**src/sv/angle_vector_smoother_defines.svh**
```systemverilog
// Assertion macros for the angle vector smoother.
`ifndef ANGLE_VECTOR_SMOOTHER_DEFINES_SVH
`define ANGLE_VECTOR_SMOOTHER_DEFINES_SVH

// Checked only out of reset.
`define AVS_ASSERT(lbl, prop, msg) \
    lbl: assert property (@(posedge i_clk) disable iff (!i_rst_n) prop) else $error(msg);

// Checked on every edge, reset included.
`define AVS_ASSERT_ALWAYS(lbl, prop, msg) \
    lbl: assert property (@(posedge i_clk) prop) else $error(msg);

`endif

```
**src/sv/avs_pkg.sv**
```systemverilog
// Types, constants and the arctangent table of the angle vector smoother.
`timescale 1ns / 1ps
`default_nettype none

package avs_pkg;

    localparam int CORDIC_STEPS = 16;
    localparam int TABLE_LEN    = 24;
    localparam int STEP_W       = $clog2(CORDIC_STEPS);
    localparam int TAB_IDX_W    = $clog2(TABLE_LEN);

    localparam int DP_W     = 36;   // CORDIC datapath, Q30 with headroom
    localparam int STATE_W  = 18;   // Q2.16 components
    localparam int WEIGHT_W = 16;
    localparam int OUT_W    = 16;
    localparam int ACC_W    = 37;   // filter sum

    localparam logic signed [DP_W-1:0] GAIN_Q30   = 36'sd652032874;
    localparam logic signed [DP_W-1:0] PI_Q30     = 36'sd3373259426;
    localparam logic signed [DP_W-1:0] TWO_PI_Q30 = 36'sd6746518852;
    localparam logic [31:0]            PI_MUL     = 32'd3373259426;

    localparam logic signed [ACC_W-1:0]   STATE_MAX_A = 37'sd131071;
    localparam logic signed [ACC_W-1:0]   STATE_MIN_A = -37'sd131072;
    localparam logic signed [STATE_W-1:0] STATE_MAX   = 18'sd131071;
    localparam logic signed [STATE_W-1:0] STATE_MIN   = -18'sd131072;

    localparam logic [OUT_W-1:0]    OUT_LIMIT    = 16'd51471;
    localparam logic [WEIGHT_W-1:0] WEIGHT_RESET = 16'd26214;

    // quadrant codes of the angle
    localparam logic [1:0] QUAD_0 = 2'd0;
    localparam logic [1:0] QUAD_1 = 2'd1;
    localparam logic [1:0] QUAD_2 = 2'd2;
    localparam logic [1:0] QUAD_3 = 2'd3;

    typedef enum logic [3:0] {
        ST_IDLE,
        ST_ANGLE,
        ST_ROTATE,
        ST_MAP,
        ST_FILT_CM,
        ST_FILT_CA,
        ST_FILT_SM,
        ST_FILT_SA,
        ST_VINIT,
        ST_VECTOR,
        ST_WRAP,
        ST_DONE
    } t_state;

    function automatic logic signed [DP_W-1:0] arctan_q30(input logic [TAB_IDX_W-1:0] idx);
        logic signed [DP_W-1:0] v;
        case (idx)
            5'd0:    v = 36'sd843314857;
            5'd1:    v = 36'sd497837829;
            5'd2:    v = 36'sd263043837;
            5'd3:    v = 36'sd133525159;
            5'd4:    v = 36'sd67021687;
            5'd5:    v = 36'sd33543516;
            5'd6:    v = 36'sd16775851;
            5'd7:    v = 36'sd8388437;
            5'd8:    v = 36'sd4194283;
            5'd9:    v = 36'sd2097149;
            5'd10:   v = 36'sd1048576;
            5'd11:   v = 36'sd524288;
            5'd12:   v = 36'sd262144;
            5'd13:   v = 36'sd131072;
            5'd14:   v = 36'sd65536;
            5'd15:   v = 36'sd32768;
            5'd16:   v = 36'sd16384;
            5'd17:   v = 36'sd8192;
            5'd18:   v = 36'sd4096;
            5'd19:   v = 36'sd2048;
            5'd20:   v = 36'sd1024;
            5'd21:   v = 36'sd512;
            5'd22:   v = 36'sd256;
            5'd23:   v = 36'sd128;
            default: v = '0;
        endcase
        return v;
    endfunction

endpackage

`default_nettype wire

```
**src/sv/angle_vector_smoother.sv**
```systemverilog
// Angle vector smoother: angle code to unit vector, exponential smoothing, vector to angle.
// Sequence per accepted input word: ANGLE, CORDIC_STEPS rotation steps, MAP, the filter states,
//   VINIT, CORDIC_STEPS vectoring steps, WRAP, DONE; vectoring is skipped when the filtered vector is zero.
// A new word is taken only in idle, after the last result is loaded; the single shared CORDIC
//   stage serves both phases, and a stalled result holds the block in DONE. Filter multiplier shared.
// Reset (i_rst_n low, synchronous): filter state cleared, weight back to 26214, idle.
`timescale 1ns / 1ps
`default_nettype none
`include "angle_vector_smoother_defines.svh"

module angle_vector_smoother
    import avs_pkg::*;
(
    input  wire logic                i_clk,
    input  wire logic                i_rst_n,
    // input words
    input  wire logic                i_valid,
    output logic                     o_stall,
    input  wire logic [7:0]          i_angle_high_byte,
    input  wire logic [7:0]          i_angle_low_byte,
    // result words
    output logic                     o_valid,
    input  wire logic                i_stall,
    output logic [OUT_W-1:0]         o_smoothed_angle,
    // weight register write
    input  wire logic                i_cfg_valid,
    output logic                     o_cfg_ready,
    input  wire logic [WEIGHT_W-1:0] i_cfg_smoothing_weight
);

    localparam logic [STEP_W-1:0] LAST_STEP = STEP_W'(CORDIC_STEPS - 1);

    // ------------------------------------------------------------------
    // Registers
    // ------------------------------------------------------------------
    t_state                      r_state, n_state;
    logic [STEP_W-1:0]           r_cnt;
    logic [1:0]                  r_quad;
    logic [11:0]                 r_rem;
    logic signed [DP_W-1:0]      r_x, r_y, r_z;       // shared CORDIC registers
    logic signed [STATE_W-1:0]   r_new_c, r_new_s;    // fresh unit vector, Q2.16
    logic signed [STATE_W-1:0]   r_fc, r_fs;          // filtered vector, Q2.16
    logic signed [ACC_W-1:0]     r_acc;               // w * new sample
    logic [WEIGHT_W-1:0]         r_weight;
    logic                        r_out_valid;
    logic [OUT_W-1:0]            r_out_data;

    // ------------------------------------------------------------------
    // Control strobes
    // ------------------------------------------------------------------
    logic w_accept;
    logic w_out_load;
    logic w_last;
    logic w_zero_vec;

    // ------------------------------------------------------------------
    // Datapath nets
    // ------------------------------------------------------------------
    logic [43:0]                 w_ang_prod;
    logic [43:0]                 w_ang_rnd;
    logic signed [DP_W-1:0]      w_dx, w_dy, w_at;
    logic                        w_sub;               // x -= dx, y += dy, z -= at
    logic signed [DP_W-1:0]      w_rnd_x, w_rnd_y;
    logic signed [STATE_W-1:0]   w_nc, w_ns;
    logic [WEIGHT_W:0]           w_keep;
    logic signed [STATE_W-1:0]   w_mul_a, w_mul_b;
    logic signed [DP_W-1:0]      w_mul_p;
    logic signed [ACC_W-1:0]     w_filt_sum, w_filt_shr;
    logic signed [STATE_W-1:0]   w_filt_sat;
    logic signed [DP_W-1:0]      w_vx, w_vy;
    logic signed [DP_W-1:0]      w_a_neg, w_a1, w_a2;
    logic [DP_W-1:0]             w_rnd_out;
    logic [OUT_W-1:0]            w_units;

    // ------------------------------------------------------------------
    // Next state
    // ------------------------------------------------------------------
    always_comb begin
        n_state = r_state;
        case (r_state)
            ST_IDLE:    if (i_valid) n_state = ST_ANGLE;
            ST_ANGLE:   n_state = ST_ROTATE;
            ST_ROTATE:  if (w_last) n_state = ST_MAP;
            ST_MAP:     n_state = ST_FILT_CM;
            ST_FILT_CM: n_state = ST_FILT_CA;
            ST_FILT_CA: n_state = ST_FILT_SM;
            ST_FILT_SM: n_state = ST_FILT_SA;
            ST_FILT_SA: n_state = ST_VINIT;
            // a zero vector skips vectoring: z = 0 rounds to an output of 0
            ST_VINIT:   n_state = w_zero_vec ? ST_WRAP : ST_VECTOR;
            ST_VECTOR:  if (w_last) n_state = ST_WRAP;
            ST_WRAP:    n_state = ST_DONE;
            ST_DONE:    if (w_out_load) n_state = ST_IDLE;
            default:    n_state = ST_IDLE;
        endcase
    end

    // ------------------------------------------------------------------
    // Outputs and strobes
    // ------------------------------------------------------------------
    always_comb begin
        o_stall          = (r_state != ST_IDLE);
        o_valid          = r_out_valid;
        o_smoothed_angle = r_out_data;
        o_cfg_ready      = 1'b1;
        w_accept         = i_valid && (r_state == ST_IDLE);
        // result register frees up when empty or being taken this cycle
        w_out_load       = (r_state == ST_DONE) && (!r_out_valid || !i_stall);
        w_last           = (r_cnt == LAST_STEP);
        w_zero_vec       = (r_fc == '0) && (r_fs == '0);
    end

    // ------------------------------------------------------------------
    // Arithmetic
    // ------------------------------------------------------------------
    always_comb begin
        // angle within quadrant: (rem * pi + 2^12) >> 13, Q30 radians
        w_ang_prod = {32'b0, r_rem} * {12'b0, PI_MUL};
        w_ang_rnd  = w_ang_prod + 44'd4096;

        // one shared CORDIC step; rotation steers by z, vectoring by y
        w_dx  = r_y >>> r_cnt;
        w_dy  = r_x >>> r_cnt;
        w_at  = arctan_q30(TAB_IDX_W'(r_cnt));
        w_sub = (r_state == ST_ROTATE) ? !r_z[DP_W-1] : !(r_y > 0);

        // Q30 -> Q2.16, round half up
        w_rnd_x = r_x + 36'sd8192;
        w_rnd_y = r_y + 36'sd8192;
        w_nc    = w_rnd_x[31:14];
        w_ns    = w_rnd_y[31:14];

        // shared filter multiplier: w * new, then (1 - w) * old
        w_keep = 17'h10000 - {1'b0, r_weight};
        case (r_state)
            ST_FILT_CA: begin
                w_mul_a = {1'b0, w_keep};
                w_mul_b = r_fc;
            end
            ST_FILT_SM: begin
                w_mul_a = {2'b0, r_weight};
                w_mul_b = r_new_s;
            end
            ST_FILT_SA: begin
                w_mul_a = {1'b0, w_keep};
                w_mul_b = r_fs;
            end
            default: begin
                w_mul_a = {2'b0, r_weight};
                w_mul_b = r_new_c;
            end
        endcase
        w_mul_p    = w_mul_a * w_mul_b;
        w_filt_sum = r_acc + ACC_W'(w_mul_p) + 37'sd32768;
        w_filt_shr = w_filt_sum >>> 16;
        if (w_filt_shr > STATE_MAX_A) begin
            w_filt_sat = STATE_MAX;
        end else if (w_filt_shr < STATE_MIN_A) begin
            w_filt_sat = STATE_MIN;
        end else begin
            w_filt_sat = w_filt_shr[STATE_W-1:0];
        end

        // Q2.16 -> Q30 for vectoring
        w_vx = {{4{r_fc[STATE_W-1]}}, r_fc, 14'b0};
        w_vy = {{4{r_fs[STATE_W-1]}}, r_fs, 14'b0};

        // negate and wrap into [0, 2*pi)
        w_a_neg = -r_z;
        w_a1    = w_a_neg[DP_W-1] ? (w_a_neg + TWO_PI_Q30) : w_a_neg;
        w_a2    = (w_a1 >= TWO_PI_Q30) ? (w_a1 - TWO_PI_Q30) : w_a1;

        // Q30 -> 2^-13 rad units, round; a full turn wraps to 0
        w_rnd_out = r_z + 36'sd65536;
        w_units   = (w_rnd_out[32:17] > OUT_LIMIT) ? '0 : w_rnd_out[32:17];
    end

    // ------------------------------------------------------------------
    // Control registers
    // ------------------------------------------------------------------
    always_ff @(posedge i_clk) begin
        if (!i_rst_n) begin
            r_state     <= ST_IDLE;
            r_cnt       <= '0;
            r_weight    <= WEIGHT_RESET;
            r_fc        <= '0;
            r_fs        <= '0;
            r_out_valid <= 1'b0;
        end else begin
            r_state <= n_state;
            if (i_cfg_valid) begin
                r_weight <= i_cfg_smoothing_weight;
            end
            if (r_state == ST_ROTATE || r_state == ST_VECTOR) begin
                r_cnt <= w_last ? '0 : r_cnt + 1'b1;
            end
            if (r_state == ST_FILT_CA) begin
                r_fc <= w_filt_sat;
            end
            if (r_state == ST_FILT_SA) begin
                r_fs <= w_filt_sat;
            end
            if (w_out_load) begin
                r_out_valid <= 1'b1;
            end else if (!i_stall) begin
                r_out_valid <= 1'b0;
            end
        end
    end

    // ------------------------------------------------------------------
    // Payload registers
    // ------------------------------------------------------------------
    always_ff @(posedge i_clk) begin
        if (w_accept) begin
            r_quad <= i_angle_high_byte[7:6];
            r_rem  <= {i_angle_high_byte[5:0], i_angle_low_byte[7:2]};
        end
        case (r_state)
            ST_ANGLE: begin
                r_x <= GAIN_Q30;
                r_y <= '0;
                r_z <= {5'b0, w_ang_rnd[43:13]};
            end
            ST_ROTATE, ST_VECTOR: begin
                if (w_sub) begin
                    r_x <= r_x - w_dx;
                    r_y <= r_y + w_dy;
                    r_z <= r_z - w_at;
                end else begin
                    r_x <= r_x + w_dx;
                    r_y <= r_y - w_dy;
                    r_z <= r_z + w_at;
                end
            end
            ST_MAP: begin
                case (r_quad)
                    QUAD_0: begin
                        r_new_c <= w_nc;
                        r_new_s <= w_ns;
                    end
                    QUAD_1: begin
                        r_new_c <= -w_ns;
                        r_new_s <= w_nc;
                    end
                    QUAD_2: begin
                        r_new_c <= -w_nc;
                        r_new_s <= -w_ns;
                    end
                    default: begin
                        r_new_c <= w_ns;
                        r_new_s <= -w_nc;
                    end
                endcase
            end
            ST_FILT_CM, ST_FILT_SM: begin
                r_acc <= ACC_W'(w_mul_p);
            end
            ST_VINIT: begin
                // fold the left half plane over; start at pi there
                if (r_fc[STATE_W-1]) begin
                    r_x <= -w_vx;
                    r_y <= -w_vy;
                    r_z <= PI_Q30;
                end else begin
                    r_x <= w_vx;
                    r_y <= w_vy;
                    r_z <= '0;
                end
            end
            ST_WRAP: begin
                r_z <= w_a2[DP_W-1] ? '0 : w_a2;
            end
            default: begin
            end
        endcase
        if (w_out_load) begin
            r_out_data <= w_units;
        end
    end

    // ------------------------------------------------------------------
    // Assertions
    // ------------------------------------------------------------------
    `AVS_ASSERT(a_busy_after_accept, (i_valid && !o_stall) |=> o_stall, "accepted word did not make block busy")
    `AVS_ASSERT(a_cnt_only_iter, (r_cnt != '0) |-> (r_state == ST_ROTATE || r_state == ST_VECTOR), "step counter live outside CORDIC phases")
    `AVS_ASSERT(a_valid_from_done, $rose(o_valid) |-> ($past(r_state) == ST_DONE), "result appeared without finishing a word")
    `AVS_ASSERT_ALWAYS(a_out_range, o_valid |-> (o_smoothed_angle <= OUT_LIMIT), "result beyond a full turn")

endmodule

`default_nettype wire
```
**config.mk**
```make
export PLATFORM = sky130hd
export DESIGN_NAME = angle_vector_smoother
export DESIGN_NICKNAME = d
export VERILOG_FILES = /design/src/sv/avs_pkg.sv /design/src/sv/angle_vector_smoother.sv
export VERILOG_INCLUDE_DIRS = /design/src /design/src/sv
export SDC_FILE = /design/constraint.sdc
export NUM_CORES = 2
export LEC_CHECK = 0
export BUFFER_PORTS_ARGS = -buffer_cell sky130_fd_sc_hd__buf_4
export CORE_MARGIN = 1.5
export CORE_UTILIZATION = 45
export CTS_BUF_LIST = sky130_fd_sc_hd__clkbuf_4 sky130_fd_sc_hd__clkbuf_8
export CTS_CLUSTER_SIZE = 30
export DETAILED_ROUTE_END_ITERATION = 7
export GPL_TIMING_DRIVEN = 1
export SKIP_LAST_GASP = 1
export SLEW_MARGIN = 20
export SYNTH_ARGS = -nofsm -noshare
export SYNTH_HDL_FRONTEND = slang
export SYNTH_SLANG_ARGS = --single-unit
```
**constraint.sdc**
```tcl
create_clock -name i_clk -period 13.39 [get_ports i_clk]
set_clock_uncertainty 0.05 [all_clocks]
set_input_delay 2.678 -clock i_clk [delete_from_list [all_inputs] [get_ports i_clk]]
set_output_delay 2.678 -clock i_clk [all_outputs]
set_load 0.05 [all_outputs]
```
==> Yosys cells after proc, flatten, opt, wreduce, memory -nomap -nowiden <==
Memory sizes are Yosys's and may differ from the RTL's. A register that Yosys moved wholly into a read port is not among the register bits.
Cells that the tools add are included.
{ "word_totals": {"wordCells": 115, "output_inout_bits": 19, "regBits": 271, "rom_bits": 480, "n_memories": 1, "inputBits": 37} }
{ "memory_table": {"columns": ["memory", "depth", "width", "read_ports", "rd_clocked_by_memory_dff", "write_ports", "line_no", "source"], "rows": [
  ["(no name shown)", 16, 30, 1, 1, 0, "avs_pkg.sv:54", "case (idx)"]
]} }
{ "op_classes": {"mux": 30, "magnitude_cmp": 5, "n_addsub": 21, "multipliers": 2, "n_shift": 2, "reduce_logical": 20, "n_eq_ne": 19} }
{ "op_table": {"columns": ["op", "n"], "rows": [
  ["36-bit 2-to-1 mux", 7],
  ["36-bit case mux with 3 select lines", 2],
  ["18-bit case mux with 3 select lines", 3],
  ["36-bit case mux with 4 select lines", 1],
  ["36-bit adder", 3],
  ["36-bit subtractor", 3],
  ["32-bit negation with 36-bit output", 2],
  ["36-bit by 4-bit >>> shifter with 36-bit output", 2],
  ["32-bit by 15-bit adder with 32-bit output, second input constant", 2],
  ["4-bit case mux with 12 select lines", 1],
  ["44-bit by 13-bit adder with 44-bit output, second input constant", 1],
  ["12-bit by 31-bit multiplier with 43-bit output, second input constant", 1],
  ["36-bit by 36-bit adder with 37-bit output", 1],
  ["37-bit by 17-bit adder with 37-bit output, second input constant", 1],
  ["36-bit by 34-bit adder with 36-bit output, second input constant", 1],
  ["36-bit by 34-bit greater-or-equal comparator with 1-bit output, second input constant", 1],
  ["36-bit by 1-bit > comparator with 1-bit output, second input constant", 1],
  ["18-bit logical NOT", 2],
  ["18-bit by 18-bit multiplier with 36-bit output", 1],
  ["18-bit 2-to-1 mux", 2],
  ["18-bit negation", 2],
  ["36-bit negation", 1],
  ["36-bit by 34-bit subtractor with 36-bit output, second input constant", 1],
  ["35-bit 2-to-1 mux", 1],
  ["28 further kinds", 56]
]} }

==> Depth between registers and ports, before layout <==
{ "depth": {"word_depth": 9, "mapped_depth": 52, "mapped_depth_nobuf": 48} }

==> Least setup slack after synthesis <==
No wires, ideal clock.
{ "synth_timing": {"path_type": "flip-flop to flip-flop", "startpoint": "register r_state[1]", "endpoint": "register r_fs[10]", "required_ns": 13.207, "arrival_ns": 10.502, "synth_period_minus_slack_ns": 10.685, "setup_time_ns": 0.133, "path_buffers": 6, "path_stages_with_launch": 45, "slack_ns": 2.705, "path_cell_list": "dfxtp_1 -> clkbuf_1 -> buf_1 -> buf_1 -> a21oi_1 -> o21ai_1 -> clkbuf_1 -> nor2_1 -> fa_1 -> inv_1 -> fa_1 -> fa_1 -> inv_1 -> fa_1 -> fa_1 -> inv_1 -> fa_1 -> inv_1 -> (+9 left out) -> nor2_1 -> xnor2_1 -> ha_1 -> ha_1 -> a21oi_1 -> nor3b_1 -> a311oi_1 -> o21ai_0 -> nor2b_1 -> a21oi_1 -> a41oi_1 -> mux2i_1 -> nand2_1 -> a31o_2 -> clkbuf_1 -> clkbuf_1 -> a21oi_1 -> a21oi_1"} }
{ "synth_between": {"elab_chain_len": 9, "word_cells_on_any_way": 13, "classes_between": "add/sub (2); mul (1); order compare (2); eq/ne (3); mux (4); reduce/logical (1)"} }
{ "synth_rtl": {"columns": ["item", "line_no", "source"], "rows": [
  ["from (decl)", "angle_vector_smoother.sv:36", "t_state r_state, n_state;"],
  ["from (signal assigned)", "angle_vector_smoother.sv:190", "r_state <= n_state;"],
  ["4-bit by 3-bit equality test with 1-bit output", "angle_vector_smoother.sv:135", "case (r_state)"],
  ["2-bit OR reduction (no source line)", null, null],
  ["17-bit 2-to-1 mux", "angle_vector_smoother.sv:135", null],
  ["18-bit by 18-bit multiplier with 36-bit output (*)", "angle_vector_smoother.sv:153", "w_mul_p = w_mul_a * w_mul_b;"],
  ["named net w_mul_p[24]", "angle_vector_smoother.sv:67", "logic signed [DP_W-1:0] w_mul_p;"],
  ["36-bit by 36-bit adder with 37-bit output (*)", "angle_vector_smoother.sv:154", "w_filt_sum = r_acc + ACC_W'(w_mul_p) + 37'sd32768;"],
  ["37-bit by 17-bit adder with 37-bit output (*)", "angle_vector_smoother.sv:154", null],
  ["21-bit by 18-bit < comparator with 1-bit output", "angle_vector_smoother.sv:158", "end else if (w_filt_shr < STATE_MIN_A) begin"],
  ["18-bit 2-to-1 mux", "angle_vector_smoother.sv:158", null],
  ["18-bit 2-to-1 mux (*)", "angle_vector_smoother.sv:156", "if (w_filt_shr > STATE_MAX_A) begin"],
  ["to (signal assigned)", "angle_vector_smoother.sv:201", "r_fs <= w_filt_sat;"],
  ["to (decl)", "angle_vector_smoother.sv:42", "logic signed [STATE_W-1:0] r_fc, r_fs;"]
]} }
Mark *: on every way through the listed nets, which the timed path passes. The rest lies on a longest branch.
A chain may end at the register's enable or synchronous reset.

==> Worst setup path after layout <==
{ "layout_timing": {"startpoint": "register r_state[0]", "endpoint": "register r_fc[1]"} }
{ "layout_between": {"elab_chain_len": 9, "word_cells_on_any_way": 13, "classes_between": "add/sub (2); mul (1); order compare (2); eq/ne (3); mux (4); reduce/logical (1)"} }
{ "layout_rtl": {"columns": ["item", "line_no", "source"], "rows": [
  ["4-bit by 3-bit equality test with 1-bit output", "angle_vector_smoother.sv:135", null],
  ["2-bit OR reduction (no source line)", null, null],
  ["17-bit 2-to-1 mux", "angle_vector_smoother.sv:135", null],
  ["18-bit by 18-bit multiplier with 36-bit output (*)", "angle_vector_smoother.sv:153", null],
  ["named net w_mul_p[13]", "angle_vector_smoother.sv:67", null],
  ["36-bit by 36-bit adder with 37-bit output (*)", "angle_vector_smoother.sv:154", null],
  ["37-bit by 17-bit adder with 37-bit output (*)", "angle_vector_smoother.sv:154", null],
  ["21-bit by 18-bit < comparator with 1-bit output", "angle_vector_smoother.sv:158", null],
  ["18-bit 2-to-1 mux", "angle_vector_smoother.sv:158", null],
  ["18-bit 2-to-1 mux (*)", "angle_vector_smoother.sv:156", null],
  ["to (signal assigned)", "angle_vector_smoother.sv:198", "r_fc <= w_filt_sat;"],
  ["to (decl)", "angle_vector_smoother.sv:42", null]
]} }
Marked as above.

==> metrics.log <==
INFO  metric outcome = complete, no violations
INFO  metric syn_area_per_cell = 8.37 µm²
INFO  metric hold_violations = 0
INFO  metric gr-total-overflow = 0
INFO  metric number_of_failing_setup_endpoints_in_the_final_timing_report = 0
INFO  metric ys_seq_elements = 299
INFO  metric fin_crit = about 12000 ps
INFO  metric rsz_0062_raised_after_global_routing = false
INFO  metric critical_path.n_buffers_inverters = 3
INFO  metric synth_cells = between 5000 and 6000
INFO  metric area_growth = 6.95%
INFO  metric cts-root-buf = sky130_fd_sc_hd__clkbuf_8
INFO  metric crit_cells = 38
INFO  metric ys_warn_count = 0
INFO  metric cells_on_worst_hold_path = 2
INFO  metric routed_wl = 132 mm
INFO  metric gp_congestion = 0.898
INFO  metric worst_setup_path_start_kind = register
INFO  metric clkSinkCount = 299
INFO  metric die_x = 324 µm
INFO  metric avgViaCountPerCell = 5.71
INFO  metric clock_insertion_delay_worst_skew = 740 ps
INFO  metric layout_cell_share_with_drive_strength_beyond_1 = around 7.5%
INFO  metric path_clk_slew = 60 ps
INFO  metric detailedRoute.firstIterationViolations = ~3200
INFO  metric via_count_of_the_first_global_routing_pass = 38000
INFO  metric core.rowCount = around 120
INFO  metric path_max_fanout = 23
INFO  metric depth_of_the_cts_h_tree = 2
INFO  metric cts_post_setup_buffers_inserted = 0
INFO  metric ant_nets = 0
INFO  metric tritoncts_clock_tree = done
INFO  metric nature_of_the_critical_path_endpoint = register
INFO  metric clock_path_buffers = 3
INFO  metric critPathArrivalTime = 12660 ps
INFO  metric port_buffers = 52
INFO  metric post_cts_resized = 0
INFO  metric floorplan.die.height = 324 µm
INFO  metric grt_start_max_net_pins = 102
INFO  metric grt_pass1_wl = 210 mm
INFO  metric cpLargestDelayFamily = compound AO/OA/AOI/OAI gates
INFO  metric synth_edf_count = 210
INFO  metric fmax = 82.6 MHz
INFO  metric kind_of_critical_path = reg -> reg
INFO  metric grt_antenna_before_repair = 4
INFO  metric grtUsageTotal = 25.3%
INFO  metric holdBufCountCts = 0
INFO  metric num_io_pins = 56
INFO  metric initial_utilization = 45.4%
INFO  metric synth.net_count = 6345
INFO  metric period_share = 90.4%
INFO  metric detail_route.first_pass.iterations = 6
INFO  metric routed_length_per_instance = 19.1 µm
INFO  metric transition_time_at_the_pin_with_the_least_slew_margin = ~1100 ps
INFO  metric prevailing_post_synth_register_cell = sky130_fd_sc_hd__edfxtp_1
INFO  metric slew-limit-headroom = approximately 25%
INFO  metric critPathSlowestCell = sky130_fd_sc_hd__dfxtp_1
INFO  metric design.core.area = approximately 100000 µm²
INFO  metric synth.distinct_cells = 108
INFO  metric routed-via-count = 39300
INFO  metric synth.yosys.seq_area_share = roughly 17%
INFO  metric cts_made_buffers = 60
INFO  metric synth_async_sr_flop_share = 0%
INFO  metric finalNetCount = ~6300
INFO  metric drv.max_cap_violation_count = 0
INFO  metric timing.setup.tns = 0 ps
INFO  metric detailed_place_hpwl = 104 mm
INFO  metric critical-path-max-stage-delay = 840 ps
INFO  metric drt_drc_violations_left = 0
INFO  metric worstHoldPathType = reg -> reg
INFO  metric timing.reg2reg.worst_path_depth = 38
INFO  metric post_synthesis_cell_area = 46200 µm²
INFO  metric finalMaxSlewViolations = 0
INFO  metric critical_path_required = 13940 ps
INFO  metric fp.dieArea = roughly 100000 µm²
worst paths after layout:
check | slack (ps) | endpoint | start
min reg2reg | 470 | o_valid | o_valid
min | 470 | o_valid | o_valid
max reg2reg | 1280 | r_fc[1] | r_state[0]
max | 1280 | r_fc[1] | r_state[0]
cell families after synthesis:
group	after synthesis	synth area share [%]
and+or+nand+nor	1809	18.1
DFF	299	17.5
buffers and inverters	779	6.43
AOI/OAI and AO/OA	1166	15.6
other	1	0.00811
xor gates and xnor gates	501	9.49
adders and majority gates	789	26.9
muxes	176	5.94
registers in the layout (all words and copies together) (netlist names):
register	flops
o_smoothed_angle	16
o_valid	1
r_acc	36
r_cnt	4
r_fc	18
r_fs	18
r_new_c	18
r_new_s	18
r_quad	2
r_rem	12
r_state	4
r_weight	16
r_x	36
r_y	36
r_z	36
w_at	28
worst register-to-register path, delay by kind of cell (launching register included):
family / cells / cell delay, ps
AOI/OAI and AO/OA: 17 / 4650
xor gates and xnor gates: 2 / 750
adders and majority gates: 10 / 3690
buffers and inverters: 3 / 150
DFF: 1 / 840
muxes: 1 / 270
and+or+nand+nor: 5 / 1530
cell type report:
| type | count | area (µm²) |
|---|---|---|
| Inverter | 532 | 2000 |
| Fill cell | 10100 | 52500 |
| Timing Repair Buffer | 133 | 1020 |
| Clock inverter | 33 | 377 |
| Sequential cell | 299 | 8100 |
| Multi-Input combinational cell | 4442 | 35200 |
| Antenna cell | 3 | 7.51 |
| Clock buffer | 81 | 1000 |
| Tap cell | 1368 | 1710 |
metrics by stage:
stage	utilization, %	std cells	hold slack, ps	worst slack (ps)	cell area, µm²
final	48.5	6891	466	1280	49400
after global routing	48.5	6890	519	364	49400
after CTS	48.5	6887	469	1070	49400
after detailed placement	47.1	6773	466	1190	48000
after global placement	47.1	6773	449	1240	48000
after floorplan	-	5520	433	2710	46200
synth_stat cells (29+ instances only):
cell	count	area [µm²]
sky130_fd_sc_hd__nor2_1	589	2210
sky130_fd_sc_hd__inv_1	528	1980
sky130_fd_sc_hd__clkbuf_1	199	747
sky130_fd_sc_hd__nand2_1	537	2020
sky130_fd_sc_hd__o21ai_1	33	165
sky130_fd_sc_hd__o21ai_0	253	1270
sky130_fd_sc_hd__a211oi_1	31	233
sky130_fd_sc_hd__nor4_1	44	275
sky130_fd_sc_hd__fa_1	341	6830
sky130_fd_sc_hd__dfxtp_1	89	1780
sky130_fd_sc_hd__and3_1	56	350
sky130_fd_sc_hd__a31oi_1	41	257
sky130_fd_sc_hd__xnor2_1	291	2550
sky130_fd_sc_hd__xor2_1	210	1840
sky130_fd_sc_hd__edfxtp_1	210	6310
sky130_fd_sc_hd__o21a_1	41	308
sky130_fd_sc_hd__and2_1	48	300
sky130_fd_sc_hd__or3_1	42	263
sky130_fd_sc_hd__mux4_2	77	1730
sky130_fd_sc_hd__nand2b_1	66	413
sky130_fd_sc_hd__nor3_1	127	636
sky130_fd_sc_hd__ha_1	447	5590
sky130_fd_sc_hd__o31ai_1	29	218
sky130_fd_sc_hd__nand3_1	116	581
sky130_fd_sc_hd__nand4_1	31	194
sky130_fd_sc_hd__nor2b_1	47	294
sky130_fd_sc_hd__o22ai_1	36	225
sky130_fd_sc_hd__a21o_1	79	593
sky130_fd_sc_hd__a21oi_1	402	2010
sky130_fd_sc_hd__mux2i_1	84	841
routing by layer:
layer	global-route usage, %	routed length (µm)	part of all wire (%)
met5	0	13	0.0099
met1	36.9	62600	48
met4	5.89	2750	2.1
met2	39.6	58300	44
met3	3.21	7840	6.0
cell usage in the layout, fill, tap and decap left out, types with 22 or more instances in the layout:
master	n
sky130_fd_sc_hd__nor3_1	126
sky130_fd_sc_hd__a21o_1	78
sky130_fd_sc_hd__a21oi_1	400
sky130_fd_sc_hd__o31ai_1	29
sky130_fd_sc_hd__fa_1	341
sky130_fd_sc_hd__o22ai_1	36
sky130_fd_sc_hd__buf_4	132
sky130_fd_sc_hd__nor4_1	44
sky130_fd_sc_hd__o21a_1	40
sky130_fd_sc_hd__and2_1	48
sky130_fd_sc_hd__mux4_2	77
sky130_fd_sc_hd__xor2_1	210
sky130_fd_sc_hd__nand2_1	537
sky130_fd_sc_hd__clkbuf_8	63
sky130_fd_sc_hd__nand2b_1	66
sky130_fd_sc_hd__or3_1	42
sky130_fd_sc_hd__or2_2	25
sky130_fd_sc_hd__o21ai_0	251
sky130_fd_sc_hd__ha_1	447
sky130_fd_sc_hd__edfxtp_1	210
sky130_fd_sc_hd__o211ai_1	24
sky130_fd_sc_hd__o21bai_1	22
sky130_fd_sc_hd__nor2_1	586
sky130_fd_sc_hd__nand4_1	31
sky130_fd_sc_hd__xnor2_1	290
sky130_fd_sc_hd__mux2i_1	84
sky130_fd_sc_hd__nand3_1	116
sky130_fd_sc_hd__o21ai_1	33
sky130_fd_sc_hd__nor2b_1	47
sky130_fd_sc_hd__inv_1	528
sky130_fd_sc_hd__dfxtp_1	84
sky130_fd_sc_hd__and3_1	56
sky130_fd_sc_hd__a211oi_1	31
sky130_fd_sc_hd__a31oi_1	41
Power is left out: the tool's default activity adds up to more than one toggle a clock period on the data nets, which glitch-free logic cannot reach.
